### config.mk
export PLATFORM = sky130hd
export DESIGN_NAME = crws_mul
export DESIGN_NICKNAME = d
export VERILOG_FILES = /design/src/rtl/core/crws_pkg.sv /design/src/rtl/core/crws_mul.sv
export SDC_FILE = /design/constraint.sdc
export NUM_CORES = 2
export LEC_CHECK = 0
export BUFFER_PORTS_ARGS = -buffer_cell sky130_fd_sc_hd__buf_2
export CAP_MARGIN = 30
export CORE_AREA = 2 2 252 254
export DETAILED_ROUTE_END_ITERATION = 16
export DIE_AREA = 0 0 254 256
export PLACE_DENSITY = 0.83
export REMOVE_ABC_BUFFERS = 1
export SYNTH_ARGS = -nofsm -noshare
export SYNTH_HDL_FRONTEND = slang
export SYNTH_SLANG_ARGS = --single-unit
### constraint.sdc
create_clock -name clock -period 11.4 [get_ports clock]
set_clock_uncertainty 0.2 [all_clocks]
set_input_delay 1.71 -clock clock [delete_from_list [all_inputs] [get_ports clock]]
set_output_delay 1.71 -clock clock [all_outputs]
set_load 0.02 [all_outputs]
### src/rtl/core/crws_pkg.sv
package crws_pkg;

   // Field and register widths.
   localparam int X_W        = 41;
   localparam int Y_W        = 12;
   localparam int STEP_W     = 40;
   localparam int THR_W      = 54;
   localparam int CW_W       = Y_W + 1;
   localparam int WORD_W     = 64;
   localparam int CSR_IDX_W  = 3;
   localparam int CSR_DATA_W = 54;

   // Stream payload layout.
   localparam int REQ_TDATA_W  = 64;
   localparam int RSP_FIELDS_W = X_W + Y_W + STEP_W + WORD_W;
   localparam int RSP_TDATA_W  = ((RSP_FIELDS_W + 7) / 8) * 8;
   localparam int RSP_PAD_W    = RSP_TDATA_W - RSP_FIELDS_W;

   // Depth of the queue between front and back.
   localparam int QUEUE_DEPTH = 2;
   localparam int QP_W        = $clog2(QUEUE_DEPTH);

   // Mixing and hashing constants.
   localparam logic [WORD_W-1:0] M_A       = 64'hff51afd7ed558ccd;
   localparam logic [WORD_W-1:0] M_B       = 64'hc4ceb9fe1a85ec53;
   localparam logic [WORD_W-1:0] GOLD      = 64'h9E3779B97F4A7C15;
   localparam logic [WORD_W-1:0] YMUL      = 64'hC2B2AE3D27D4EB4F;
   localparam logic [WORD_W-1:0] SEED_SALT = 64'h5851F42D4C957F2D;
   localparam logic [WORD_W-1:0] DIS_SALT  = 64'hA24BAED4963EE407;

   // Register indexes on the configuration port.
   localparam logic [CSR_IDX_W-1:0] CSR_THR_RIGHT  = 3'd0;
   localparam logic [CSR_IDX_W-1:0] CSR_THR_LEFT   = 3'd1;
   localparam logic [CSR_IDX_W-1:0] CSR_THR_UP     = 3'd2;
   localparam logic [CSR_IDX_W-1:0] CSR_CHAN_WIDTH = 3'd3;
   localparam logic [CSR_IDX_W-1:0] CSR_BOUNDARY   = 3'd4;
   localparam logic [CSR_IDX_W-1:0] CSR_STEP_LIMIT = 3'd5;

   // Register reset values.
   localparam logic [THR_W-1:0]  THR_RIGHT_RST  = 54'd3602879701896397;
   localparam logic [THR_W-1:0]  THR_LEFT_RST   = 54'd7205759403792794;
   localparam logic [THR_W-1:0]  THR_UP_RST     = 54'd8106479329266893;
   localparam logic [CW_W-1:0]   CHAN_WIDTH_RST = 13'd5;
   localparam logic [STEP_W-1:0] STEP_LIMIT_RST = 40'd2000000000;

   // Input opcode carried on tuser.
   typedef enum logic {
      OP_START = 1'b0,
      OP_STEP  = 1'b1
   } opcode_type;

   typedef struct packed {
      logic [THR_W-1:0]  thr_right;
      logic [THR_W-1:0]  thr_left;
      logic [THR_W-1:0]  thr_up;
      logic [CW_W-1:0]   chan_width;
      logic              reflect;
      logic [STEP_W-1:0] step_limit;
   } cfg_type;

   // One classified item waiting in the queue.
   typedef struct packed {
      logic              is_start;
      logic [WORD_W-1:0] seed;
   } item_type;

   typedef struct packed {
      logic              go;
      logic [WORD_W-1:0] a;
      logic [WORD_W-1:0] b;
   } mul_req_type;

   typedef struct packed {
      logic              done;
      logic [WORD_W-1:0] product;
   } mul_rsp_type;

   typedef struct packed {
      logic signed [X_W-1:0] x;
      logic [Y_W-1:0]        y;
      logic [STEP_W-1:0]     steps;
      logic [WORD_W-1:0]     hash;
      logic                  capped;
   } result_type;

endpackage

### src/rtl/core/crws_mul.sv
// Shared 64 by 64 multiplier that keeps the low 64 bits of the product.
// It forms one 32 by 32 partial product per cycle: low times low, then the
// two cross terms into the upper half. The operands must hold while busy.
module crws_mul (
   input  logic                 clock,
   input  logic                 reset,
   input  crws_pkg::mul_req_type req,
   output crws_pkg::mul_rsp_type rsp
);

   logic [1:0]                     cnt_ff;
   logic                           busy_ff;
   logic                           done_ff;
   logic [crws_pkg::WORD_W-1:0]    acc_ff;
   logic [31:0]                    op_x;
   logic [31:0]                    op_y;
   logic [63:0]                    part;

   // Operand halves for the partial product of this cycle.
   always_comb begin
      op_x = (cnt_ff == 2'd2) ? req.a[63:32] : req.a[31:0];
      op_y = (cnt_ff == 2'd1) ? req.b[63:32] : req.b[31:0];
      part = op_x * op_y;
   end

   // Control: busy through the low product and the two cross terms, then a done pulse.
   always_ff @(posedge clock) begin
      if (reset) begin
         cnt_ff  <= 2'd0;
         busy_ff <= 1'b0;
         done_ff <= 1'b0;
      end else begin
         done_ff <= busy_ff && !req.go && (cnt_ff == 2'd2);
         if (req.go) begin
            busy_ff <= 1'b1;
            cnt_ff  <= 2'd0;
         end else if (busy_ff) begin
            cnt_ff <= cnt_ff + 2'd1;
            if (cnt_ff == 2'd2) begin
               busy_ff <= 1'b0;
            end
         end
      end
   end

   // Accumulator.
   always_ff @(posedge clock) begin
      if (busy_ff && !req.go) begin
         case (cnt_ff)
            2'd0:    acc_ff <= part;
            default: acc_ff[63:32] <= acc_ff[63:32] + part[31:0];
         endcase
      end
   end

   assign rsp.done    = done_ff;
   assign rsp.product = acc_ff;

endmodule

* Word-level counts from Yosys, hierarchy flattened
Cells that the tools add are included.
** Operators by class
- Reductions and logical operators :: 6
- Add/sub/neg operators :: 2
- Equal/unequal tests :: 2
- Bitwise operators :: 0
- Multiplexer cells :: 6
- Shift-type cells :: 0
- $mul :: 1
- Div/mod/pow operators :: 0
- $lt $le $gt $ge :: 0
** Operators with widths (count)
- two-way mux 32 bit :: 3
- multiplier 32 x 32 -> 64 bit :: 1
- adder 32 bit :: 1
- two-way mux 1 bit :: 3
- adder 2 x 1 -> 2 bit (second input constant) :: 1
- equality test 2 x 1 -> 1 bit (second input constant) :: 1
- equality test 2 bit (second input constant) :: 1
- logical AND 1 bit :: 2
- logical NOT 2 bit :: 1
- AND reduction 2 bit :: 1
- OR reduction 2 bit :: 1
- logical NOT 1 bit :: 1
** Word-level totals
- Bits in latches :: 0
- Output and inout bits :: 65
- Word-level logic and storage cells :: 22
- Input port bits :: 131
- Memory bits (read-only) :: 0
- Register bits after elaboration :: 68
- Memory bits (writable) :: 0
- Memories kept :: 0

* Logic depth before layout (Yosys ltp)
- Word-level depth :: 5
- Gate-level depth with buffers :: 40
- Depth with buffers taken out :: 37

* Worst setup path after synthesis
Ideal clock, no wire load.
- Path kind :: input to register
- Start point :: input port req[35] (netlist name)
- End point :: register acc_ff[62] (netlist name), data pin
- Library setup time :: 0.158 ns
- Data required time :: 11.042 ns
- Slack :: 1.003 ns
- Stages :: 33
- Arrival time :: 10.039 ns
- Cells stage by stage :: mux2i_1 -> clkbuf_1 -> nor2_1 -> fa_1 -> inv_1 -> fa_1 -> fa_1 -> fa_1 -> inv_1 -> fa_1 -> inv_1 -> fa_1 -> inv_1 -> fa_1 -> inv_1 -> fa_1 -> inv_1 -> ha_1 -> clkbuf_1 -> a21oi_1 -> o21ai_0 -> nor2_1 -> xnor2_1 -> ha_1 -> o21ai_0 -> or2b_2 -> o41a_1 -> a2111o_1 -> nand3_2 -> a211oi_2 -> o41a_1 -> or4b_1 -> o211ai_1
** On the way
- Cells in the longest elaborated chain, start to end :: 4
** Ends and longest elaborated chain
- start: declaration :: RTL line crws_mul.sv:7 : input crws_pkg::mul_req_type req,
- two-way mux 32 bit :: RTL line crws_mul.sv:22 : op_y = (cnt_ff == 2'd1) ? req.b[63:32] : req.b[31:0];
- multiplier 32 x 32 -> 64 bit :: RTL line crws_mul.sv:23 : part = op_x * op_y;
- net part[19] :: RTL line crws_mul.sv:17 : logic [63:0] part;
- adder 32 bit :: RTL line crws_mul.sv:51 : default: acc_ff[63:32] <= acc_ff[63:32] + part[31:0];
- two-way mux 32 bit :: RTL line crws_mul.sv:49 : case (cnt_ff)
- end signal: assignment :: RTL line crws_mul.sv:50 : 2'd0: acc_ff <= part;
- end: declaration :: RTL line crws_mul.sv:14 : logic [crws_pkg::WORD_W-1:0] acc_ff;
The timed path passes the listed nets, and every way through them passes these cells.
A chain may end at the register's enable or synchronous reset.

* Worst setup path after layout
- Start point :: input port req[6] (netlist name)
- End point :: register acc_ff[62] (netlist name), data pin
The elaborated chain is that of the path after synthesis.

==> results_dict.tcl <==
set metrics [dict create \
    postSynth.asyncResetShare 0 \
    cp-startpoint "req[6]" \
    post-place-ws_ns 0.436 \
    tns_ns 0 \
    synth-edff-count 64 \
    rsz_0062_raised_after_global_routing "no" \
    timing.hold.worst.start "busy_ff" \
    worst_skew_pair_latency_ns 0.34 \
    most_common_flop_cell_mapped_by_yosys "sky130_fd_sc_hd__edfxtp_1" \
    clk_path_buf_depth 2 \
    synth_common_cells "897 x sky130_fd_sc_hd__fa_1, 896 x sky130_fd_sc_hd__inv_1, 686 x sky130_fd_sc_hd__nand2_1, 474 x sky130_fd_sc_hd__nor2_1, 298 x sky130_fd_sc_hd__ha_1" \
    timing.setup.critical_path_class "in -> reg" \
    die_h_um 256 \
    post-synth-top-area-fraction 0.484 \
    drt.antenna.violating_nets 0 \
    critical_path.endpoint_type "flop" \
    drt_iter0_markers 2711 \
    cts_resized 0 \
    global_route.usage.total 0.370 \
    maximum_number_of_pins_on_one_net_before_global_route_repair 43 \
    numClockSinks 68 \
    setup_viol 0 \
    avgViaCountPerCell 5.91 \
    synth_area_leaders "sky130_fd_sc_hd__fa_1 48%, sky130_fd_sc_hd__ha_1 10%, sky130_fd_sc_hd__inv_1 9.1%" \
    upper_clock_frequency_limit_ghz 0.0934 \
    count_of_endpoints_failing_hold_in_the_final_timing_report 0 \
    io-pin-count 196 \
    drt-total-wl_mm 116 \
    area.growth.synth_to_final_pct 7.07 \
    slew_violations 0 \
    cp_max_fo 7 \
    net_count_final 5611 \
    required_time_at_the_endpoint_of_the_critical_path_ns 11.36 \
    tritoncts "done" \
    worst_slew_pin_slew_ns 1.03 \
    yosys.cell_count.top_type "sky130_fd_sc_hd__fa_1" \
    coreArea_um2 62400 \
    layout_worst_path_cycle_share 0.939 \
    worst_path_most_repeated_cell "sky130_fd_sc_hd__fa_1" \
    htreeDepth 3 \
    tritoncts.num_buffers 9 \
    timing.hold.ws_ns 0.375 \
    drive_above_1_share 0.101 \
    synthDominantAreaCellType "sky130_fd_sc_hd__fa_1" \
    status "finished clean" \
    fp-row-count 92 \
    ctsRootBufferMaster "sky130_fd_sc_hd__clkbuf_16" \
    clk_pin_slew_worst_paths_ns 0.05 \
    cts.hold.buffers_added 0 \
    yosysSeqAreaShare 0.0540 \
    fin_ws_ns 0.690 \
    yosysUniqueCellTypes 71 \
    maxSlewHeadroom 0.299 \
    timing.hold.worst.class "reg -> reg" \
    arrival_ns 10.67 \
    synth.avg_cell_area_um2 8.93 \
    yosys_warnings 0 \
    fp.dieArea_um2 65000 \
    worst_setup_path_start_kind "input pin" \
    first_global_vias 32200 \
    total_number_of_vias 30400 \
    maxCapViolCount 0 \
    detailed_place_hpwl_mm 98.8 \
    grt_overflow_total 0 \
    regToRegStartpoint "cnt_ff[1]" \
    routed_wire_length_per_instance_um 22.6 \
    synth.cell_area_um2 37100 \
    die_x_um 254 \
    postSynthCellCount 4152 \
    number_of_antenna_violations_at_the_first_check_in_global_routing 5 \
    worst_path_largest_cell_delay_ns 0.56 \
    finalCriticalPeriod_ns 10.71 \
    first_pass_grt_wire_length_mm 181 \
    remaining_drc_errors 0 \
    cts.repair_timing.setup_buffer_count 0 \
    initial_utilization 0.594 \
    postSynthRegisterBits 68 \
    first_pass_iters 8 \
    critical_path.slowest_cell "sky130_fd_sc_hd__mux2i_2" \
    number_of_input_and_output_port_buffers_inserted 195 \
    routabilityCongestion 1.02 \
]
metal layers:
metal  vias to the layer above  routed length [µm]  track usage
li1                      12700                   -            -
met1                     15100               40200        0.469
met2                      2062               51900        0.573
met3                       503               16000        0.114
met4                         8                7950        0.192
met5                         -                  98            0
cell usage in the layout, fill, tap and decap left out, types with 5 or more instances in the layout:
cell type	netlist	final
sky130_fd_sc_hd__nand4_1	13	13
sky130_fd_sc_hd__nor2b_1	7	6
sky130_fd_sc_hd__a221o_1	6	6
sky130_fd_sc_hd__xor2_1	36	36
sky130_fd_sc_hd__nand2_1	686	686
sky130_fd_sc_hd__a211oi_1	7	7
sky130_fd_sc_hd__buf_2	1	195
sky130_fd_sc_hd__o21ai_0	55	55
sky130_fd_sc_hd__a31oi_1	14	14
sky130_fd_sc_hd__a31o_2	6	6
sky130_fd_sc_hd__nor2_1	474	474
sky130_fd_sc_hd__mux2i_1	71	51
sky130_fd_sc_hd__xnor2_1	47	47
sky130_fd_sc_hd__mux2i_2	0	16
sky130_fd_sc_hd__o21bai_1	11	11
sky130_fd_sc_hd__and3_1	13	13
sky130_fd_sc_hd__nor3b_1	5	5
sky130_fd_sc_hd__ha_1	298	296
sky130_fd_sc_hd__inv_1	896	896
sky130_fd_sc_hd__edfxtp_1	64	64
sky130_fd_sc_hd__o211ai_1	6	6
sky130_fd_sc_hd__mux2_2	65	65
sky130_fd_sc_hd__o31ai_1	5	5
sky130_fd_sc_hd__fa_1	897	897
sky130_fd_sc_hd__o21a_1	13	13
sky130_fd_sc_hd__nand2b_1	12	12
sky130_fd_sc_hd__nand3_1	15	15
sky130_fd_sc_hd__nor3_1	12	12
sky130_fd_sc_hd__clkbuf_16	0	9
sky130_fd_sc_hd__a21o_1	51	51
sky130_fd_sc_hd__a21oi_1	98	98
sky130_fd_sc_hd__buf_4	1	109
sky130_fd_sc_hd__and2_1	14	14
area by class of cell:
type / instances / area, µm²
antenna: 1 / 2.50
clock buffer: 9 / 225
clock inverter: 7 / 76.3
fill: 5111 / 22700
inverter: 897 / 3370
multi-input combinational: 3004 / 31200
sequential: 68 / 2000
tap: 846 / 1060
timing repair buffer: 305 / 1810
state kept, by name (all words and copies together) (netlist names):
name / count
cnt_ff: 2
done_ff: 1
acc_ff: 64
busy_ff: 1
path summary, 6_finish.rpt:
kind                end  slack, ns  cells past startpoint
min reg2reg     busy_ff       0.37                      2
min             busy_ff       0.37                      2
max reg2reg  acc_ff[62]       0.99                     30
max          acc_ff[62]       0.69                     30
worst max-delay path, delay by kind of cell:
| family | cells | cell delay (ns) |
|---|---|---|
| AOI/OAI and AO/OA | 9 | 2.36 |
| xor gates and xnor gates | 1 | 0.23 |
| adders and majority gates | 10 | 4.31 |
| buffers and inverters | 4 | 0.50 |
| muxes | 1 | 0.56 |
| and+or+nand+nor | 5 | 0.98 |
through the flow:
stage                     cell area (µm²)  std cells   util
after floorplan                     36400       3969      -
final                               39700       5137  0.636
after global placement              39400       5120  0.631
after global routing                39700       5136  0.636
after detailed placement            39400       5120  0.631
after CTS                           39700       5136  0.636
cells by family after synthesis:
| family | Yosys count | synth area share |
|---|---|---|
| adder cells (fa/ha/maj) | 1195 | 0.585 |
| multiplexers | 136 | 0.0389 |
| flip-flops | 68 | 0.0540 |
| buffers and inverters | 1080 | 0.109 |
| XOR/XNOR | 84 | 0.0202 |
| AO/OA/AOI/OAI | 318 | 0.0564 |
| AND/OR/NAND/NOR | 1271 | 0.136 |
Power is not shown: default switching activity piles up to over one toggle a cycle in this logic, so the estimate is an artifact.
