**src/rtl/core/crws_pkg.sv**
```systemverilog
package crws_pkg;

   // Field and register widths.
   localparam int X_W        = 41;
   localparam int Y_W        = 12;
   localparam int STEP_W     = 40;
   localparam int THR_W      = 54;
   localparam int CW_W       = Y_W + 1;
   localparam int WORD_W     = 64;
   localparam int CSR_IDX_W  = 3;
   localparam int CSR_DATA_W = 54;

   // Stream payload layout.
   localparam int REQ_TDATA_W  = 64;
   localparam int RSP_FIELDS_W = X_W + Y_W + STEP_W + WORD_W;
   localparam int RSP_TDATA_W  = ((RSP_FIELDS_W + 7) / 8) * 8;
   localparam int RSP_PAD_W    = RSP_TDATA_W - RSP_FIELDS_W;

   // Depth of the queue between front and back.
   localparam int QUEUE_DEPTH = 2;
   localparam int QP_W        = $clog2(QUEUE_DEPTH);

   // Mixing and hashing constants.
   localparam logic [WORD_W-1:0] M_A       = 64'hff51afd7ed558ccd;
   localparam logic [WORD_W-1:0] M_B       = 64'hc4ceb9fe1a85ec53;
   localparam logic [WORD_W-1:0] GOLD      = 64'h9E3779B97F4A7C15;
   localparam logic [WORD_W-1:0] YMUL      = 64'hC2B2AE3D27D4EB4F;
   localparam logic [WORD_W-1:0] SEED_SALT = 64'h5851F42D4C957F2D;
   localparam logic [WORD_W-1:0] DIS_SALT  = 64'hA24BAED4963EE407;

   // Register indexes on the configuration port.
   localparam logic [CSR_IDX_W-1:0] CSR_THR_RIGHT  = 3'd0;
   localparam logic [CSR_IDX_W-1:0] CSR_THR_LEFT   = 3'd1;
   localparam logic [CSR_IDX_W-1:0] CSR_THR_UP     = 3'd2;
   localparam logic [CSR_IDX_W-1:0] CSR_CHAN_WIDTH = 3'd3;
   localparam logic [CSR_IDX_W-1:0] CSR_BOUNDARY   = 3'd4;
   localparam logic [CSR_IDX_W-1:0] CSR_STEP_LIMIT = 3'd5;

   // Register reset values.
   localparam logic [THR_W-1:0]  THR_RIGHT_RST  = 54'd3602879701896397;
   localparam logic [THR_W-1:0]  THR_LEFT_RST   = 54'd7205759403792794;
   localparam logic [THR_W-1:0]  THR_UP_RST     = 54'd8106479329266893;
   localparam logic [CW_W-1:0]   CHAN_WIDTH_RST = 13'd5;
   localparam logic [STEP_W-1:0] STEP_LIMIT_RST = 40'd2000000000;

   // Input opcode carried on tuser.
   typedef enum logic {
      OP_START = 1'b0,
      OP_STEP  = 1'b1
   } opcode_type;

   typedef struct packed {
      logic [THR_W-1:0]  thr_right;
      logic [THR_W-1:0]  thr_left;
      logic [THR_W-1:0]  thr_up;
      logic [CW_W-1:0]   chan_width;
      logic              reflect;
      logic [STEP_W-1:0] step_limit;
   } cfg_type;

   // One classified item waiting in the queue.
   typedef struct packed {
      logic              is_start;
      logic [WORD_W-1:0] seed;
   } item_type;

   typedef struct packed {
      logic              go;
      logic [WORD_W-1:0] a;
      logic [WORD_W-1:0] b;
   } mul_req_type;

   typedef struct packed {
      logic              done;
      logic [WORD_W-1:0] product;
   } mul_rsp_type;

   typedef struct packed {
      logic signed [X_W-1:0] x;
      logic [Y_W-1:0]        y;
      logic [STEP_W-1:0]     steps;
      logic [WORD_W-1:0]     hash;
      logic                  capped;
   } result_type;

endpackage

```
**src/rtl/core/crws_front.sv**
```systemverilog
// Front end: takes request beats, decodes the opcode and holds the items
// in a short queue so the back end can run at its own pace.
module crws_front (
   input  logic                               clock,
   input  logic                               reset,
   input  logic                               req_tvalid,
   output logic                               req_tready,
   input  logic [crws_pkg::REQ_TDATA_W-1:0]   req_tdata,
   input  logic                               req_tuser,
   output logic                               item_valid,
   output crws_pkg::item_type                 item,
   input  logic                               item_pop
);

   crws_pkg::item_type           slot_ff [crws_pkg::QUEUE_DEPTH];
   logic [crws_pkg::QP_W-1:0]    wr_ptr_ff;
   logic [crws_pkg::QP_W-1:0]    rd_ptr_ff;
   logic [crws_pkg::QP_W:0]      count_ff;
   logic                         push;
   logic                         pop;
   crws_pkg::item_type           decoded;

   // Decode the beat into a queue item.
   always_comb begin
      decoded.is_start = (crws_pkg::opcode_type'(req_tuser) == crws_pkg::OP_START);
      decoded.seed     = req_tdata[crws_pkg::WORD_W-1:0];
   end

   assign req_tready = (count_ff != (crws_pkg::QP_W+1)'(crws_pkg::QUEUE_DEPTH));
   assign item_valid = (count_ff != '0);
   assign item       = slot_ff[rd_ptr_ff];
   assign push       = req_tvalid && req_tready;
   assign pop        = item_pop && item_valid;

   // Queue pointers and fill count.
   always_ff @(posedge clock) begin
      if (reset) begin
         wr_ptr_ff <= '0;
         rd_ptr_ff <= '0;
         count_ff  <= '0;
      end else begin
         if (push) begin
            wr_ptr_ff <= (wr_ptr_ff == crws_pkg::QP_W'(crws_pkg::QUEUE_DEPTH - 1)) ?
                         '0 : wr_ptr_ff + 1'b1;
         end
         if (pop) begin
            rd_ptr_ff <= (rd_ptr_ff == crws_pkg::QP_W'(crws_pkg::QUEUE_DEPTH - 1)) ?
                         '0 : rd_ptr_ff + 1'b1;
         end
         if (push && !pop) begin
            count_ff <= count_ff + 1'b1;
         end else if (pop && !push) begin
            count_ff <= count_ff - 1'b1;
         end
      end
   end

   // Queue storage.
   always_ff @(posedge clock) begin
      if (push) begin
         slot_ff[wr_ptr_ff] <= decoded;
      end
   end

endmodule

```
**config.mk**
```make
export PLATFORM = sky130hd
export DESIGN_NAME = crws_front
export DESIGN_NICKNAME = d
export VERILOG_FILES = /design/src/rtl/core/crws_pkg.sv /design/src/rtl/core/crws_front.sv
export SDC_FILE = /design/constraint.sdc
export NUM_CORES = 1
export LEC_CHECK = 0
export BUFFER_PORTS_ARGS = -buffer_cell sky130_fd_sc_hd__buf_2
export CAP_MARGIN = 20
export CORE_UTILIZATION = 43
export CTS_CLUSTER_DIAMETER = 200
export DETAILED_ROUTE_END_ITERATION = 8
export HOLD_SLACK_MARGIN = 0.12
export PLACE_DENSITY = 0.68
export SLEW_MARGIN = 10
export SYNTH_ARGS = -nofsm -noshare
export SYNTH_HDL_FRONTEND = slang
export SYNTH_SLANG_ARGS = --single-unit
```
**constraint.sdc**
```tcl
create_clock -name clock -period 5.5 [get_ports clock]
set_input_delay 1.1 -clock clock [delete_from_list [all_inputs] [get_ports clock]]
set_output_delay 1.1 -clock clock [all_outputs]
set_load 0.01 [all_outputs]
```
Yosys cells after proc, flatten, opt, wreduce, memory -nomap -nowiden
Memory sizes are Yosys's and may differ from the RTL's. A register that Yosys moved wholly into a read port is not among the register bits.
Cells that the tools add are included.
Word-level totals
  output and inout port bits: 67
  bits in registers: 4
  memories kept: 1
  memory bits (writable): 130
Memories
  slot_ff: words 2, bits a word 65, rd ports 1, clocked after Yosys merged registers in 1, wr ports 1, line crws_front.sv:15  | crws_pkg::item_type slot_ff [crws_pkg::QUEUE_DEPTH];
Cells by class
  add/sub/neg operators: 4
  reductions and logical operators: 8
  equality and inequality tests: 1
  bitwise logic cells: 1
  muxes and demuxes: 8
Operators by type and width (number)
  $mux W1: 6
  $logic_and A1 B1 Y1: 4
  $mux W2: 2
  $reduce_bool A2 Y1: 2
  $add A1 B1 Y1 const B: 2
  $add A2 B1 Y2 const B: 1
  $logic_not A1 Y1: 2
  $ne A2 B2 Y1 const B: 1
  $sub A2 B1 Y2 const B: 1
  $not A1 Y1: 1

Depth between registers and ports, before layout
Gate-level depths: netlist of the first run.
  word-level depth: 6
  gate-level depth with buffers: 6
  mapped depth without buffers: 6

Worst setup path after synthesis of the first run
OpenSTA, ideal clock, no wires.
  kind: input to register
  start: in req_tvalid
  end: mem slot_ff[1][0] (netlist name), enable pin
  data arrival time: 2.677 ns
  path buffers: 0
  stages: 1
  setup time: 0.430 ns
  setup slack: 2.393 ns
  path through: and3_1
Between the ends
  cells in the longest elaborated chain, start to end: 3
RTL lines
  from (decl): line crws_front.sv:6  | input logic req_tvalid,
  $logic_and A1 B1 Y1: line crws_front.sv:32  | assign push = req_tvalid && req_tready;
  $mux W1: line crws_front.sv:60  | if (push) begin
  $mux W1 (implied by the code): line crws_front.sv:61  | slot_ff[wr_ptr_ff] <= decoded;
  to (decl): line crws_front.sv:15
No other way between the ends.

==> results of run 1 <==
kinds of logic (layout without fill, tap and decap cells):
logic type / count (synthesis) / in the layout
AOI/OAI and AO/OA: 5 / 5
xor gates and xnor gates: 3 / 3
adders and majority gates: 1 / 1
buffers and inverters: 9 / 172
DFF: 135 / 135
muxes: 65 / 65
and+or+nand+nor: 9 / 9
layer usage:
layer | vias up | global-route usage
met5 | - | 0
met4 | 0 | 0.0647
met2 | 97 | 0.246
li1 | 1194 | -
met3 | 11 | 0.0663
met1 | 1205 | 0.165
cell type report:
type	count	area share
Timing Repair Buffer	138	0.110
Clock inverter	12	0.0277
Inverter	2	0.00118
Clock buffer	20	0.0717
Tap cell	140	0.0275
Multi-Input combinational cell	83	0.134
Sequential cell	135	0.629
sequential cells by signal (all words and copies together) (netlist names), named ones only:
name	cells
slot_ff	130
wr_ptr_ff	1
count_ff	2
rd_ptr_ff	1
power groups by stage:
stage / Combinational [mW] / Sequential, mW / Clock (mW)
after floorplan: 0.447 / 1.34 / 0
after global placement: 0.628 / 1.36 / 0
after detailed placement: 0.636 / 1.37 / 0
after CTS: 0.640 / 1.35 / 1.21
after global routing: 0.680 / 1.36 / 1.25
final: 0.623 / 1.35 / 1.19
worst min path at each step:
stage,cells after the start,startpoint,endpoint
floorplan,2,count_ff[1],count_ff[1]
global placement,2,count_ff[1],count_ff[1]
detailed placement,2,rd_ptr_ff,rd_ptr_ff
CTS,2,rd_ptr_ff,rd_ptr_ff
global route,2,rd_ptr_ff,rd_ptr_ff
finish,2,rd_ptr_ff,rd_ptr_ff
critical path, cell delays in order, from the launching register on:
cell and delay, ns:
dfxtp_2 0.76, buf_4 0.54, mux2_2 0.40, buf_2 0.14
cells in the mapped netlist, drive strengths merged:
cell | n | area, um2
dfxtp | 5 | 100
or2 | 1 | 6.26
and3 | 1 | 6.26
a21bo | 1 | 10.0
inv | 2 | 7.51
o21ai | 2 | 10.0
nand2b | 1 | 6.26
nand3b | 1 | 7.51
ha | 1 | 12.5
mux2 | 65 | 732
edfxtp | 130 | 3900
a21oi | 2 | 10.0
or3 | 1 | 6.26
buf | 7 | 68.8
and2 | 1 | 6.26
xor2 | 3 | 26.3
nor2 | 3 | 11.3
==> impl_metrics.ini, run 1 <==
[status]
outcome = finished clean

[routing]
wl_um = 8580
wl_met1_um = 3460
routed_via_density = 4.73
firstDrtPassIters = 4
routed.top_layer = met4
vias = 2507
final_antenna_net_count = 0
route.met3.wl_um = 684
wl_per_cell_um = 16.2
drtIter0Drc = 55
drcViolationCount = 0
met2WireLength_um = 4310

[critical_path]
critPathMaxFanout = 37
r2r-start = count_ff[0]
arrival_ns = 2.29
rrSetupSlack_ns = 3.22
path_class = flip-flop to primary output
r2r-end = slot_ff[1][19]
worstSetupEndpointType = primary output
critPathCapture = item[60]
worst_r2r_path_depth = 3
critPathRequiredTime_ns = 4.40
start_kind = flip-flop

[yosys]
synth_top_family_by_area = multiplexers
synth-seq-cells = 135
syn_nets = 297
syn_area_per_cell_um2 = 21.7
synth_compound_area_frac = 0.00609
yosys-mux-area-fraction = 0.148
yosys.area_share.simple = 0.0101
syn_area_um2 = 4930
yosysSeqAreaShare = 0.812
yosysUniqueCellTypes = 19
synth_xor_area_frac = 0.00533
ys_warn_count = 0
synth_fa_ha_area_frac = 0.00254
synthCells = 227

[timing]
finalSetupViolCount = 0
hold_viol_final = 0
tns_ns = 0
timing.final.crit_share = 0.616
layout_min_cycle_time_ns = 3.39
worst_slack_ns = 2.11
drv_slew = 0
tightest_slew_ns = 0.809
rsz0062_at_grt = false
slew_headroom = 0.461
fmax_mhz = 295
fin_hold_ws_ns = 0.514
fin_skew_ns = 0.00710

[clocking]
clockBufferDepth = 2
cts_hold_buf = 0
clock_sinks = 135
htree_levels = 4
root_buffer = clkbuf_16
cts_made_buffers = 17
clk_latency_ns = 0.40
postCtsSetupRepairBufs = 0
cts_tree = built
post_cts_resized = 0
cts.reportedPaths.clkPinSlew_ns = 0.06

[layout]
nets = 447
final_cells = 530
layout_common_cells = buf_2 (135), edfxtp_1 (130), mux2_2 (65)
mostFrequentLayoutCell = buf_2
area_growth_pct = 29.2
final_util = 0.580
nFillCells = 866
multi_input_area_um2 = 852
fin_area_um2 = 6370
drive_gt1_frac = 0.613
antenna_cells = 0
regArea_um2 = 4010

[floorplan]
dieArea_um2 = 11900
start_util = 0.449
core_area_um2 = 11000
die_y_um = 109
rows = 38
fp.dieW_um = 109
io_pins = 136

[power]
ir_worst_vdd_uv = 242
pwr-share-comb = 0.197
power_switching_uw = 784
seq_power_share = 0.427
leakage_nw = 2.41
p_clk_frac = 0.376
p_sw_frac = 0.248
p_int_mw = 2.37
finalPower_mw = 3.16
powerDensity_nw_per_um2 = 496

[placement]
placed_cells = 498
gp_congestion = 0.679
hpwl_um = 5560
dpl_cell_area_um2 = 5740
dpl_worst_slack_ns = 2.50
io_buffers = 135

[run]
cap_viol_max_count = 0

[global_route]
grt_usage = 0.148
antenna_found_initial = 0
grt_max_degree = 38
grt-ovfl-total = 0
grt_pass1_wl_um = 12700
grt_pass1_vias = 2639

[min_path]
hold_path.class = flip-flop to flip-flop
(Power assumes the default switching activity.)
==> run 2, diff against run 1 <==
ABC_AREA = 1   (was not set)
PLACE_DENSITY = 0.67   (was 0.68)
clock period = 3.5 ns   (was 5.5 ns; I/O delays follow)
==> impl_metrics.ini, run 2 <==
[power]
finalPower_mw = 4.81
pwr-share-comb = 0.228
p_clk_frac = 0.331
power_switching_mw = 1.20
p_int_mw = 3.61
p_sw_frac = 0.249
leakage_nw = 2.58
seq_power_share = 0.441
powerDensity_nw_per_um2 = 738
ir_worst_vdd_uv = 385

[critical_path]
path_class = flip-flop to primary output
crit_chain = buf_12 > mux2_2 > buf_2
worstSetupEndpointType = primary output
r2r-start = count_ff[0]
critPathRequiredTime_ns = 2.80
slowest_delay_ns = 0.44
critPathMaxFanout = 56
rrSetupSlack_ns = 1.89
r2r-end = count_ff[1]
arrival_ns = 1.82
critPathCapture = item[44]
cpMaxStageDelayCell = dfxtp_4
start_kind = flip-flop
worst_r2r_path_depth = 10

[min_path]
worstHoldStart = req_tdata[47]
hold_path.class = input pin to flip-flop

[yosys]
syn_nets = 310
yosysMostFrequentCell = edfxtp_1
synth_top_flop_cell = edfxtp_1
yosysTopAreaCell = edfxtp_1
syn_area_per_cell_um2 = 21.4
yosysUniqueCellTypes = 14
synth_enable_flop_cells = 130
ys_warn_count = 0
synthCells = 240
synth-seq-cells = 135
synthTopCellsByArea = edfxtp_1 (76%), mux2_4 (15%), mux2_2 (3.3%)
yosysSeqAreaShare = 0.779
syn_area_um2 = 5140
async_flop_share = 0
yosysTopAreaCellShare = 0.760
synth_common_cells = edfxtp_1 (130), mux2_4 (50), mux2_2 (15), inv_1 (9), nand2_1 (9)

[floorplan]
fp.dieW_um = 111
dieArea_um2 = 12400
start_util = 0.446
die_y_um = 111
io_pins = 136
rows = 39
core_area_um2 = 11500

[global_route]
grt_pass1_vias = 2706
grt_max_degree = 57
antenna_found_initial = 0
grt_usage = 0.148
grt_pass1_wl_um = 13400
grt-ovfl-total = 0

[layout]
final_util = 0.566
antenna_cells = 0
area_growth_pct = 26.8
final_cells = 546
largest_reg_flops = 130
nets = 462
top_register = slot_ff
fin_area_um2 = 6520
mostFrequentLayoutCell = buf_2
reg_top3 = slot_ff: 130 flops, count_ff: 2 flops
layout_common_cells = buf_2 (135), edfxtp_1 (130), mux2_4 (50)
drive_gt1_frac = 0.563

[placement]
io_buffers = 135
placed_cells = 516
hpwl_um = 5410
dpl_cell_area_um2 = 5990
gp_congestion = 0.717
dpl_worst_slack_ns = 1.42

[routing]
firstDrtPassIters = 6
wl_per_cell_um = 15.6
final_antenna_net_count = 0
wl_um = 8510
drtIter0Drc = 141
vias = 2594
routed_via_density = 4.75
drcViolationCount = 14

[clocking]
clk_latency_ns = 0.41
root_buffer = clkbuf_16
clock_sinks = 135
cts.reportedPaths.clkPinSlew_ns = 0.05
clockBufferDepth = 2
cts_tree = built
cts_made_buffers = 17
postCtsSetupRepairBufs = 0
htree_levels = 4
cts_hold_buf = 0
post_cts_resized = 0

[timing]
fmax_mhz = 397
fin_skew_ns = 0.00655
timing.final.crit_share = 0.719
worst_slack_ns = 0.982
tightest_slew_ns = 0.471
slew_headroom = 0.686
layout_min_cycle_time_ns = 2.52
tns_ns = 0
hold_viol_final = 0
rsz0062_at_grt = false
fin_hold_ws_ns = 0.481
finalSetupViolCount = 0
drv_slew = 0

[status]
violations = design-rule violations
outcome = finished with violations

[run]
cap_viol_max_count = 0
run 2: power groups by stage:
stage	Sequential (mW)	Combinational [mW]	Clock, mW
2_1_floorplan	2.14	0.771	0
3_3_place_gp	2.14	1.10	0
3_5_place_dp	2.15	1.11	0
4_1_cts	2.12	1.12	1.63
5_1_grt	2.14	1.19	1.71
6_report	2.12	1.10	1.59
run 2: final cells by class:
class                           count  area, um2
Fill cell                         885       5000
Sequential cell                   135       4010
Multi-Input combinational cell     89       1040
Timing Repair Buffer              140        726
Clock buffer                       22        444
Tap cell                          143        179
Clock inverter                      8       82.6
Inverter                            9       33.8
run 2: logic make-up after synthesis:
kind of cell	count (synthesis)	share of synthesized area
fa+ha+maj	1	0.00243
buf+inv	16	0.0207
flops	135	0.779
simple gates	19	0.0149
compound gates	4	0.00390
mux	65	0.179
run 2: how the worst min path moves through the flow:
stage,end,cells after the start
final,slot_ff[0][47],1
after global placement,rd_ptr_ff,2
after detailed placement,rd_ptr_ff,2
after floorplan,flip-flop,2
after CTS,slot_ff[1][31],1
after global routing,slot_ff[0][29],1
run 2: worst max-delay path: cells and delay by family (launching register included):
kind | cells | cell delay, ns
buffers and inverters | 2 | 0.47
flip-flops | 1 | 0.44
multiplexers | 1 | 0.39
run 2: routing by layer:
layer	GRT usage	wire, um	vias to the layer above
li1	-	-	1232
met1	0.172	3570	1252
met2	0.235	4180	101
met3	0.0618	616	9
met4	0.0757	144	0
met5	0	0	-
