File: config.mk
export PLATFORM = sky130hd
export DESIGN_NAME = crws_back
export DESIGN_NICKNAME = d
export VERILOG_FILES = /design/src/rtl/core/crws_pkg.sv /design/src/rtl/core/crws_back.sv
export SDC_FILE = /design/constraint.sdc
export NUM_CORES = 2
export LEC_CHECK = 0
export BUFFER_PORTS_ARGS = -buffer_cell sky130_fd_sc_hd__buf_2
export CAP_MARGIN = 20
export CORE_MARGIN = 10
export CORE_UTILIZATION = 45
export CTS_CLUSTER_DIAMETER = 50
export DETAILED_ROUTE_END_ITERATION = 8
export PLACE_DENSITY = 0.7
export SETUP_SLACK_MARGIN = 0.05
export SLEW_MARGIN = 20
export SYNTH_ARGS = -nofsm -noshare
export SYNTH_HDL_FRONTEND = slang
export SYNTH_SLANG_ARGS = --single-unit
export TNS_END_PERCENT = 10
File: constraint.sdc
create_clock -name clock -period 16.05 [get_ports clock]
set_input_delay 2.4075 -clock clock [delete_from_list [all_inputs] [get_ports clock]]
set_output_delay 2.4075 -clock clock [all_outputs]
set_load 0.03 [all_outputs]
File: src/rtl/core/crws_pkg.sv
package crws_pkg;

   // Field and register widths.
   localparam int X_W        = 41;
   localparam int Y_W        = 12;
   localparam int STEP_W     = 40;
   localparam int THR_W      = 54;
   localparam int CW_W       = Y_W + 1;
   localparam int WORD_W     = 64;
   localparam int CSR_IDX_W  = 3;
   localparam int CSR_DATA_W = 54;

   // Stream payload layout.
   localparam int REQ_TDATA_W  = 64;
   localparam int RSP_FIELDS_W = X_W + Y_W + STEP_W + WORD_W;
   localparam int RSP_TDATA_W  = ((RSP_FIELDS_W + 7) / 8) * 8;
   localparam int RSP_PAD_W    = RSP_TDATA_W - RSP_FIELDS_W;

   // Depth of the queue between front and back.
   localparam int QUEUE_DEPTH = 2;
   localparam int QP_W        = $clog2(QUEUE_DEPTH);

   // Mixing and hashing constants.
   localparam logic [WORD_W-1:0] M_A       = 64'hff51afd7ed558ccd;
   localparam logic [WORD_W-1:0] M_B       = 64'hc4ceb9fe1a85ec53;
   localparam logic [WORD_W-1:0] GOLD      = 64'h9E3779B97F4A7C15;
   localparam logic [WORD_W-1:0] YMUL      = 64'hC2B2AE3D27D4EB4F;
   localparam logic [WORD_W-1:0] SEED_SALT = 64'h5851F42D4C957F2D;
   localparam logic [WORD_W-1:0] DIS_SALT  = 64'hA24BAED4963EE407;

   // Register indexes on the configuration port.
   localparam logic [CSR_IDX_W-1:0] CSR_THR_RIGHT  = 3'd0;
   localparam logic [CSR_IDX_W-1:0] CSR_THR_LEFT   = 3'd1;
   localparam logic [CSR_IDX_W-1:0] CSR_THR_UP     = 3'd2;
   localparam logic [CSR_IDX_W-1:0] CSR_CHAN_WIDTH = 3'd3;
   localparam logic [CSR_IDX_W-1:0] CSR_BOUNDARY   = 3'd4;
   localparam logic [CSR_IDX_W-1:0] CSR_STEP_LIMIT = 3'd5;

   // Register reset values.
   localparam logic [THR_W-1:0]  THR_RIGHT_RST  = 54'd3602879701896397;
   localparam logic [THR_W-1:0]  THR_LEFT_RST   = 54'd7205759403792794;
   localparam logic [THR_W-1:0]  THR_UP_RST     = 54'd8106479329266893;
   localparam logic [CW_W-1:0]   CHAN_WIDTH_RST = 13'd5;
   localparam logic [STEP_W-1:0] STEP_LIMIT_RST = 40'd2000000000;

   // Input opcode carried on tuser.
   typedef enum logic {
      OP_START = 1'b0,
      OP_STEP  = 1'b1
   } opcode_type;

   typedef struct packed {
      logic [THR_W-1:0]  thr_right;
      logic [THR_W-1:0]  thr_left;
      logic [THR_W-1:0]  thr_up;
      logic [CW_W-1:0]   chan_width;
      logic              reflect;
      logic [STEP_W-1:0] step_limit;
   } cfg_type;

   // One classified item waiting in the queue.
   typedef struct packed {
      logic              is_start;
      logic [WORD_W-1:0] seed;
   } item_type;

   typedef struct packed {
      logic              go;
      logic [WORD_W-1:0] a;
      logic [WORD_W-1:0] b;
   } mul_req_type;

   typedef struct packed {
      logic              done;
      logic [WORD_W-1:0] product;
   } mul_rsp_type;

   typedef struct packed {
      logic signed [X_W-1:0] x;
      logic [Y_W-1:0]        y;
      logic [STEP_W-1:0]     steps;
      logic [WORD_W-1:0]     hash;
      logic                  capped;
   } result_type;

endpackage

File: src/rtl/core/crws_back.sv
// Back end: runs one queued item at a time. A start item derives the
// generator words and disorder seed through the mix finalizer and hashes
// the origin; an uncapped step draws from the generator, moves the walker
// and rehashes the site. All 64-bit products use the shared multiplier.
module crws_back (
   input  logic                  clock,
   input  logic                  reset,
   input  crws_pkg::cfg_type     cfg,
   input  logic                  item_valid,
   input  crws_pkg::item_type    item,
   output logic                  item_pop,
   output crws_pkg::mul_req_type mul_req,
   input  crws_pkg::mul_rsp_type mul_rsp,
   output logic                  rsp_valid,
   input  logic                  rsp_ready,
   output crws_pkg::result_type  rsp
);

   localparam int W_W = crws_pkg::Y_W + 1;
   localparam logic [W_W-1:0] W_MAX = W_W'(1) << crws_pkg::Y_W;

   typedef enum logic [2:0] {
      ST_IDLE,
      ST_DRAW,
      ST_MOVE,
      ST_HASH_GO,
      ST_HASH_X,
      ST_HASH_Y,
      ST_MIX_A,
      ST_MIX_B
   } state_type;

   typedef enum logic [1:0] {
      PH_KEY,
      PH_WORD,
      PH_DIS,
      PH_HASH
   } phase_type;

   state_type                         state_ff;
   phase_type                         phase_ff;
   logic [1:0]                        word_ff;
   logic [crws_pkg::WORD_W-1:0]       gen_ff [4];
   logic [crws_pkg::WORD_W-1:0]       dis_ff;
   logic [crws_pkg::WORD_W-1:0]       hash_ff;
   logic [crws_pkg::WORD_W-1:0]       seed_ff;
   logic [crws_pkg::WORD_W-1:0]       key_ff;
   logic [crws_pkg::WORD_W-1:0]       xs_ff;
   logic [crws_pkg::THR_W-1:0]        draw_ff;
   logic signed [crws_pkg::X_W-1:0]   x_ff;
   logic [crws_pkg::Y_W-1:0]          y_ff;
   logic [crws_pkg::STEP_W-1:0]       steps_ff;
   logic                              mul_go_ff;
   logic [crws_pkg::WORD_W-1:0]       mul_a_ff;
   logic [crws_pkg::WORD_W-1:0]       mul_b_ff;
   logic                              rsp_valid_ff;
   crws_pkg::result_type              rsp_ff;

   logic                              out_free;
   logic                              take;
   logic                              capped_now;
   logic                              mul_go_in;
   logic                              rsp_load;
   logic                              rsp_valid_in;
   logic [crws_pkg::WORD_W-1:0]       prod_xs;
   logic [crws_pkg::WORD_W-1:0]       key_first;
   logic [crws_pkg::WORD_W-1:0]       key_next;
   logic [crws_pkg::WORD_W-1:0]       hash_sum;
   logic [crws_pkg::WORD_W-1:0]       gen_sum;
   logic [crws_pkg::WORD_W-1:0]       gen_out;
   logic [crws_pkg::WORD_W-1:0]       s2_a;
   logic [crws_pkg::WORD_W-1:0]       s3_a;
   logic [crws_pkg::WORD_W-1:0]       s1_n;
   logic [crws_pkg::WORD_W-1:0]       s0_n;
   logic [crws_pkg::WORD_W-1:0]       s2_n;
   logic [crws_pkg::WORD_W-1:0]       s3_n;
   logic                              words_zero;
   logic [W_W-1:0]                    w_eff;
   logic [W_W-1:0]                    y_inc;
   logic [crws_pkg::Y_W-1:0]          y_up;
   logic [crws_pkg::Y_W-1:0]          y_down;
   logic signed [crws_pkg::X_W-1:0]   x_move;
   logic [crws_pkg::Y_W-1:0]          y_move;

   function automatic logic [crws_pkg::WORD_W-1:0] xs33(input logic [crws_pkg::WORD_W-1:0] z);
      return z ^ (z >> 33);
   endfunction

   // Handshake with the queue and the output register.
   assign out_free   = !rsp_valid_ff || rsp_ready;
   assign take       = (state_ff == ST_IDLE) && out_free && item_valid;
   assign item_pop   = take;
   assign capped_now = (steps_ff >= cfg.step_limit) || (steps_ff == '1);

   // A result is loaded on a capped step or when the site hash is done.
   assign rsp_load     = (take && !item.is_start && capped_now) ||
                         ((state_ff == ST_MIX_B) && mul_rsp.done && (phase_ff == PH_HASH));
   assign rsp_valid_in = rsp_load || (rsp_valid_ff && !rsp_ready);

   // A new product starts after each finished one, except at the end of a chain.
   assign mul_go_in = (take && item.is_start) || (state_ff == ST_HASH_GO) ||
                      (mul_rsp.done && ((state_ff == ST_HASH_X) || (state_ff == ST_HASH_Y) ||
                                        (state_ff == ST_MIX_A))) ||
                      (mul_rsp.done && (state_ff == ST_MIX_B) &&
                       ((phase_ff == PH_KEY) || (phase_ff == PH_WORD)));

   // Mixing datapath around the multiplier result.
   always_comb begin
      prod_xs    = xs33(mul_rsp.product);
      key_first  = prod_xs + crws_pkg::GOLD;
      key_next   = key_ff + crws_pkg::GOLD;
      hash_sum   = xs_ff + mul_rsp.product + dis_ff;
      words_zero = ((gen_ff[0] | gen_ff[1] | gen_ff[2] | prod_xs) == '0);
   end

   // xoshiro256++ output and state update.
   always_comb begin
      gen_sum = gen_ff[0] + gen_ff[3];
      gen_out = {gen_sum[40:0], gen_sum[63:41]} + gen_ff[0];
      s2_a    = gen_ff[2] ^ gen_ff[0];
      s3_a    = gen_ff[3] ^ gen_ff[1];
      s1_n    = gen_ff[1] ^ s2_a;
      s0_n    = gen_ff[0] ^ s3_a;
      s2_n    = s2_a ^ (gen_ff[1] << 17);
      s3_n    = {s3_a[18:0], s3_a[63:19]};
   end

   // Move selection and the transverse boundary.
   always_comb begin
      if (cfg.chan_width == '0) begin
         w_eff = W_W'(1);
      end else if (W_W'(cfg.chan_width) > W_MAX) begin
         w_eff = W_MAX;
      end else begin
         w_eff = W_W'(cfg.chan_width);
      end
      y_inc = {1'b0, y_ff} + W_W'(1);
      if (!cfg.reflect) begin
         y_up   = (y_inc >= w_eff) ? '0 : y_inc[crws_pkg::Y_W-1:0];
         y_down = (y_ff == '0) ? crws_pkg::Y_W'(w_eff - W_W'(1)) : y_ff - 1'b1;
      end else begin
         y_up   = (y_inc < w_eff) ? y_inc[crws_pkg::Y_W-1:0] : y_ff;
         y_down = (y_ff != '0) ? y_ff - 1'b1 : y_ff;
      end
      x_move = x_ff;
      y_move = y_ff;
      if (draw_ff < cfg.thr_right) begin
         x_move = x_ff + crws_pkg::X_W'(1);
      end else if (draw_ff < cfg.thr_left) begin
         x_move = x_ff - crws_pkg::X_W'(1);
      end else if (draw_ff < cfg.thr_up) begin
         y_move = y_up;
      end else begin
         y_move = y_down;
      end
   end

   // Sequencer with the walk state and the output register.
   always_ff @(posedge clock) begin
      if (reset) begin
         state_ff     <= ST_IDLE;
         phase_ff     <= PH_KEY;
         word_ff      <= 2'd0;
         gen_ff[0]    <= '0;
         gen_ff[1]    <= '0;
         gen_ff[2]    <= '0;
         gen_ff[3]    <= '0;
         dis_ff       <= '0;
         hash_ff      <= '0;
         x_ff         <= '0;
         y_ff         <= '0;
         steps_ff     <= '0;
         mul_go_ff    <= 1'b0;
         rsp_valid_ff <= 1'b0;
      end else begin
         mul_go_ff    <= mul_go_in;
         rsp_valid_ff <= rsp_valid_in;
         unique case (state_ff)
            ST_IDLE: begin
               if (take) begin
                  if (item.is_start) begin
                     seed_ff   <= item.seed;
                     mul_a_ff  <= xs33(item.seed ^ crws_pkg::SEED_SALT);
                     mul_b_ff  <= crws_pkg::M_A;
                     phase_ff  <= PH_KEY;
                     state_ff  <= ST_MIX_A;
                  end else if (capped_now) begin
                     // Capped step: nothing moves, the cached hash still holds.
                     rsp_ff.x      <= x_ff;
                     rsp_ff.y      <= y_ff;
                     rsp_ff.steps  <= steps_ff;
                     rsp_ff.hash   <= hash_ff;
                     rsp_ff.capped <= 1'b1;
                  end else begin
                     state_ff <= ST_DRAW;
                  end
               end
            end
            ST_DRAW: begin
               draw_ff   <= {1'b0, gen_out[63:11]} + crws_pkg::THR_W'(1);
               gen_ff[0] <= s0_n;
               gen_ff[1] <= s1_n;
               gen_ff[2] <= s2_n;
               gen_ff[3] <= s3_n;
               state_ff  <= ST_MOVE;
            end
            ST_MOVE: begin
               x_ff     <= x_move;
               y_ff     <= y_move;
               steps_ff <= steps_ff + 1'b1;
               state_ff <= ST_HASH_GO;
            end
            ST_HASH_GO: begin
               mul_a_ff  <= {{(crws_pkg::WORD_W - crws_pkg::X_W){x_ff[crws_pkg::X_W-1]}}, x_ff};
               mul_b_ff  <= crws_pkg::GOLD;
               state_ff  <= ST_HASH_X;
            end
            ST_HASH_X: begin
               if (mul_rsp.done) begin
                  xs_ff     <= mul_rsp.product;
                  mul_a_ff  <= {{(crws_pkg::WORD_W - crws_pkg::Y_W){1'b0}}, y_ff};
                  mul_b_ff  <= crws_pkg::YMUL;
                  state_ff  <= ST_HASH_Y;
               end
            end
            ST_HASH_Y: begin
               if (mul_rsp.done) begin
                  mul_a_ff  <= xs33(hash_sum);
                  mul_b_ff  <= crws_pkg::M_A;
                  phase_ff  <= PH_HASH;
                  state_ff  <= ST_MIX_A;
               end
            end
            ST_MIX_A: begin
               if (mul_rsp.done) begin
                  mul_a_ff  <= prod_xs;
                  mul_b_ff  <= crws_pkg::M_B;
                  state_ff  <= ST_MIX_B;
               end
            end
            ST_MIX_B: begin
               if (mul_rsp.done) begin
                  // prod_xs is the finished mix; route it by phase.
                  unique case (phase_ff)
                     PH_KEY: begin
                        key_ff    <= key_first;
                        mul_a_ff  <= xs33(key_first);
                        mul_b_ff  <= crws_pkg::M_A;
                        word_ff   <= 2'd0;
                        phase_ff  <= PH_WORD;
                        state_ff  <= ST_MIX_A;
                     end
                     PH_WORD: begin
                        gen_ff[word_ff] <= prod_xs;
                        mul_b_ff        <= crws_pkg::M_A;
                        state_ff        <= ST_MIX_A;
                        if (word_ff != 2'd3) begin
                           key_ff   <= key_next;
                           mul_a_ff <= xs33(key_next);
                           word_ff  <= word_ff + 2'd1;
                        end else begin
                           // An all-zero generator would never leave zero.
                           if (words_zero) begin
                              gen_ff[0] <= crws_pkg::WORD_W'(1);
                           end
                           mul_a_ff <= xs33(seed_ff ^ crws_pkg::DIS_SALT);
                           phase_ff <= PH_DIS;
                        end
                     end
                     PH_DIS: begin
                        dis_ff   <= prod_xs;
                        x_ff     <= '0;
                        y_ff     <= '0;
                        steps_ff <= '0;
                        state_ff <= ST_HASH_GO;
                     end
                     PH_HASH: begin
                        hash_ff       <= prod_xs;
                        rsp_ff.x      <= x_ff;
                        rsp_ff.y      <= y_ff;
                        rsp_ff.steps  <= steps_ff;
                        rsp_ff.hash   <= prod_xs;
                        rsp_ff.capped <= 1'b0;
                        state_ff      <= ST_IDLE;
                     end
                     default: state_ff <= ST_IDLE;
                  endcase
               end
            end
            default: state_ff <= ST_IDLE;
         endcase
      end
   end

   assign mul_req.go = mul_go_ff;
   assign mul_req.a  = mul_a_ff;
   assign mul_req.b  = mul_b_ff;
   assign rsp_valid  = rsp_valid_ff;
   assign rsp        = rsp_ff;

endmodule

* After elaboration in Yosys (flattened, before gate mapping)
Memory sizes are Yosys's and may differ from the RTL's.
Index checks and enable logic that the tools add are counted.
** Word-level totals
- Register bits :: 762
- Memories :: 1
- Word-level logic and storage cells :: 238
- Memory bits (writable) :: 256
- Input port bits :: 350
- Output and inout bits :: 289
** Operators by class
- Add/subtract/negate cells :: 14
- Mux-type cells :: 90
- Reductions and logical operators :: 51
- Eq/ne operators :: 32
- $lt $le $gt $ge :: 7
- Bitwise logic cells :: 22
** Memory list
- gen_ff :: depth 4, width 64, read ports 4, clocked after Yosys merged registers in 0, wr ports 4, RTL line crws_back.sv:43 : logic [crws_pkg::WORD_W-1:0] gen_ff [4];
** Operators with widths (number)
- $mux 64 :: 21
- $mux 158 :: 5
- $pmux 64 s6 :: 2
- $xor 64x31->64 :: 6
- $xor 64x64->64 :: 5
- $pmux 158 s2 :: 1
- $add 64x64->64 :: 4
- $pmux 64 s2 :: 2
- $or 64x64->64 :: 3
- $mux 41 :: 4
- $lt 54x54->1 :: 3
- $mux 12 :: 11
- $add 64x64->64 const B :: 2
- $pmux 41 s2 :: 1
- $mux 40 :: 2
- $pmux 40 s2 :: 1
- $logic_not 64->1 :: 1
- $reduce_or 64->1 :: 1
- $add 53x1->54 const B :: 1
- $add 41x2->41 const B :: 1
- $sub 41x2->41 const B :: 1
- $add 40x1->40 const B :: 1
- $eq 40x40->1 const B :: 1
- $ge 40x40->1 :: 1
- other kinds (48) :: 135

* Depth between registers and ports, before layout
- Depth after elaboration :: 12
- Gate-level depth with buffers :: 34
- Depth with buffers taken out :: 32

* Least setup slack after synthesis
No wires, ideal clock.
- Path type :: input to register
- Start :: in reset
- End :: reg seed_ff[0] (netlist bit), enable pin
- Path buffers :: 3
- Arrival time :: 9682 ps
- Path slack :: 5701 ps
- Data required time :: 15383 ps
- Cell stages on the path :: 4
- Setup time :: 667 ps
- Path through :: clkbuf_1 > clkbuf_1 > clkbuf_1 > nor4b_1
** Between the ends
- Longest elaborated chain between the ends :: 2
** RTL lines
- start, declared :: RTL line crws_back.sv:7 : input logic reset,
- $not 1->1 (no line)
- $reduce_and 4->1 (no line)
- end signal, assigned :: RTL line crws_back.sv:182 : seed_ff <= item.seed;
- end, declared :: RTL line crws_back.sv:46 : logic [crws_pkg::WORD_W-1:0] seed_ff;
No other way between the ends.
A chain may end at the register's enable or synchronous reset.

==> impl_results.md <==
* Post-CTS Setup Bufs at 0
* Crit-path leading delay family: compound AO/OA/AOI/OAI gates
* Starting DRT DRC Count at 7,575
* Via count at 61.8k
* Max_cap viols at 0
* Minimum clock period after layout at 9.73 ns
* Aggregate global-route resource usage at 33.8%
* Clock sinks at 968
* Met1 wire length at 108,000 µm
* Cell area after synthesis at 0.0676 mm²
* Number of unique standard cell types used by synthesis at 108
* Worst Hold Depth at 2
* Crit path arrival time at 10.25 ns
* TritonRoute pass-1 iters at 8
* Crit end category: register
* Final TNS setup at 0 ns
* Cell row count at 142
* Root buffer cell: clkbuf_16
* Cell count of the worst reg-to-reg path at 30
* Placer congestion estimate at 1.03
* Drt wl/cell at 29.9 µm
* Antenna viol nets, final at 0
* Hold slack at 0.457 ns
* FF+latch count, synth at 968
* Clock transition at path regs at 0.06 ns
* TritonCTS clock tree: done
* Slew at the pin with the worst max-slew slack at 1.29 ns
* Worst flop-to-flop path startpoint: gen_ff[0][22]
* Req. time, crit path at 16.57 ns
* Bufs and invs on worst path at 0
* Layout cell share with drive strength beyond 1 at 13.6%
* Kind of critical path: register to register
* Met3 wire len at 33,300 µm
* Die X at 408 µm
* Initial antenna violation count at 50
* Hold buffers post-CTS at 0
* Worst Setup Start Kind: register
* Max Root-Sink Buffers at 3
* Initial Util at 45.2%
* Post-CTS sizing at 0
* Die area at 0.166 mm²
* Leak at 0.0314 µW
* Period utilization at 60.7%
* Status: finished clean
* Fmax at 103 MHz
* Grt total ovfl at 0
* Register area share after synthesis at 39.6%
* WP depth at 30
* Post-synth EDFFs at 738
* Hold path start: hash_ff[57]
* Worst-path maximum fanout at 6
* Final Hold Vio Count at 0
* Gate count of the mapped netlist at 7,251
* Worst path most repeated cell: o21ai_0
* Post-Place Cells at 9,599
* Pwr/cell area at 178 mW/mm²
* Mean Syn Cell Area at 9.32 µm²
* Pin count of the biggest net entering global routing at 128
* Warning count from the yosys run at 0
* Nets at 8,583
* Top FF cell, synth: edfxtp_1
* Total Routed Length at 295,000 µm
* Fin. max-slew vios at 0
* Clk_lat worst skew at 0.81 ns
* Type of the worst min-delay path: register to register
* DRC viols at 0
* Core Footprint at 0.150 mm²
* CP startpoint: gen_ff[0][22]
* Vias in the first global route at 59.2k
* Die H at 408 µm
* H-tree level count at 4
* DP Wirelength at 221,000 µm
* Worst path max stage delay at 0.67 ns
* Vias per cell at 6.27
* Rel. slew slack at 13.3%
* Peak supply drop at 0.128 mV
* Area Growth Syn to Fin at 14.0%
* WL met2 at 129,000 µm
* Asr flop ratio synth at 0%
* Max Used Layer: met5
* Final Instance Count excl. Fillers at 9,858
* IO Pins at 639
* Filler cell count at 13.9k
* Final setup fails at 0
* CP max-delay cell: nor4b_1
* First-pass GRT wire length at 419,000 µm
* Port Buf Inserts at 630
* Clk_skew at 0.0423 ns
* RSZ-0062 raised after global routing: no
* Num CTS Buffers at 130
## power breakdown
part	internal, µW	switching (µW)
combinational	2350	4510
sequential	3300	639
clock	1690	1230
total	7330	6390
## cells in the mapped netlist (40+ instances only)
cell type  number  area [µm²]
edfxtp_1      738       22200
a31oi_1        62         388
nor4_1         87         544
o22ai_1       116         726
a211oi_1      107         803
or3_1          40         250
ha_1          451        5640
nor2b_1        67         419
nand2_1       764        2870
fa_1           66        1320
buf_4          52         390
nand2b_1       56         350
clkbuf_1      315        1180
inv_1         319        1200
o21ai_0       465        2330
nand3_1       112         561
xnor2_1       532        4660
nand4_1       120         751
nor3_1         84         420
o21bai_1       47         353
xor2_1        352        3080
o211ai_1       46         345
and3_1         52         325
nor2_1        528        1980
a21o_1        230        1730
a22o_1         59         517
a21oi_1       581        2910
o21a_1         50         375
dfxtp_1       230        4600
## flip-flops by register name (all words and copies together) (netlist names)
signal     cells
mul_go_ff      1
x_ff          41
phase_ff       2
draw_ff       54
hash_ff       64
mul_a_ff      64
mul_b_ff      14
seed_ff       64
y_ff          12
state_ff       3
rsp_valid      1
gen_ff       256
xs_ff         64
rsp          158
key_ff        64
dis_ff        64
word_ff        2
steps_ff      40
## worst paths after layout
path	endpoint	slack, ns
setup / recovery	draw_ff[49]	6.32
hold / removal	hash_ff[57]	0.46
setup reg to reg	draw_ff[49]	6.32
hold reg to reg	hash_ff[57]	0.46
## routing by layer
metal / track usage (%) / up-vias
met4: 23.9 / 49
met1: 40.4 / 29600
met2: 51.8 / 3782
met3: 10.1 / 1068
li1: - / 27300
met5: 0 / -
## logic make-up (layout without fill, tap and decap cells)
family / count (synthesis) / in the layout / share of synthesized area [%]
flip-flops: 968 / 968 / 39.6
multiplexers: 34 / 34 / 0.515
buffers and inverters: 729 / 1291 / 4.36
adder cells (fa/ha/maj): 517 / 517 / 10.3
AO/OA/AOI/OAI: 2053 / 2053 / 19.3
XOR/XNOR: 889 / 889 / 11.6
other: 2 / 31 / 0.0111
AND/OR/NAND/NOR: 2059 / 2059 / 14.3
## through the flow
stage               util, %  cell area [µm²]  setup slack, ns  total power, µW
detailed placement     48.6            72700             6.54            10600
finish                 51.5            77000             6.32            13700
global route           51.5            77000             5.83            14300
floorplan                 -            67600             5.70             8250
CTS                    51.4            77000             6.48            13500
global placement       48.6            72700             6.62            10500
## layout make-up
| type | count | area (µm²) | share of cell area, % |
|---|---|---|---|
| clock buffers | 164 | 3540 | 4.59 |
| multi-input cells | 5560 | 38300 | 49.7 |
| diodes | 23 | 57.6 | 0.0747 |
| well taps | 2016 | 2520 | 3.27 |
| clock inverters | 71 | 726 | 0.942 |
| flip-flops and latches | 968 | 26800 | 34.7 |
| inverters | 324 | 1220 | 1.58 |
| repair buffers | 732 | 3940 | 5.12 |
## tightest hold or removal path, stage by stage (launching register included)
cell and delay (ns):
dfxtp_1 0.31, nand2_1 0.05, a21oi_1 0.05
## placed cells by master (no fill, tap or decap), drive strengths merged, types with 46 or more instances in the layout
cell	n
o21bai	47
nor2b	67
o21ai	473
a211oi	110
a21oi	581
nor4	94
inv	343
a22o	59
nor2	528
o22ai	116
fa	66
dfxtp	230
and3	52
a31oi	62
nand2	764
clkbuf	165
nand3	112
o21a	50
nor3	89
ha	451
xor2	352
o211ai	46
nand4	123
edfxtp	738
a21o	230
nand2b	56
buf	731
xnor2	534
Note: power is estimated with default switching activity, not from simulation.
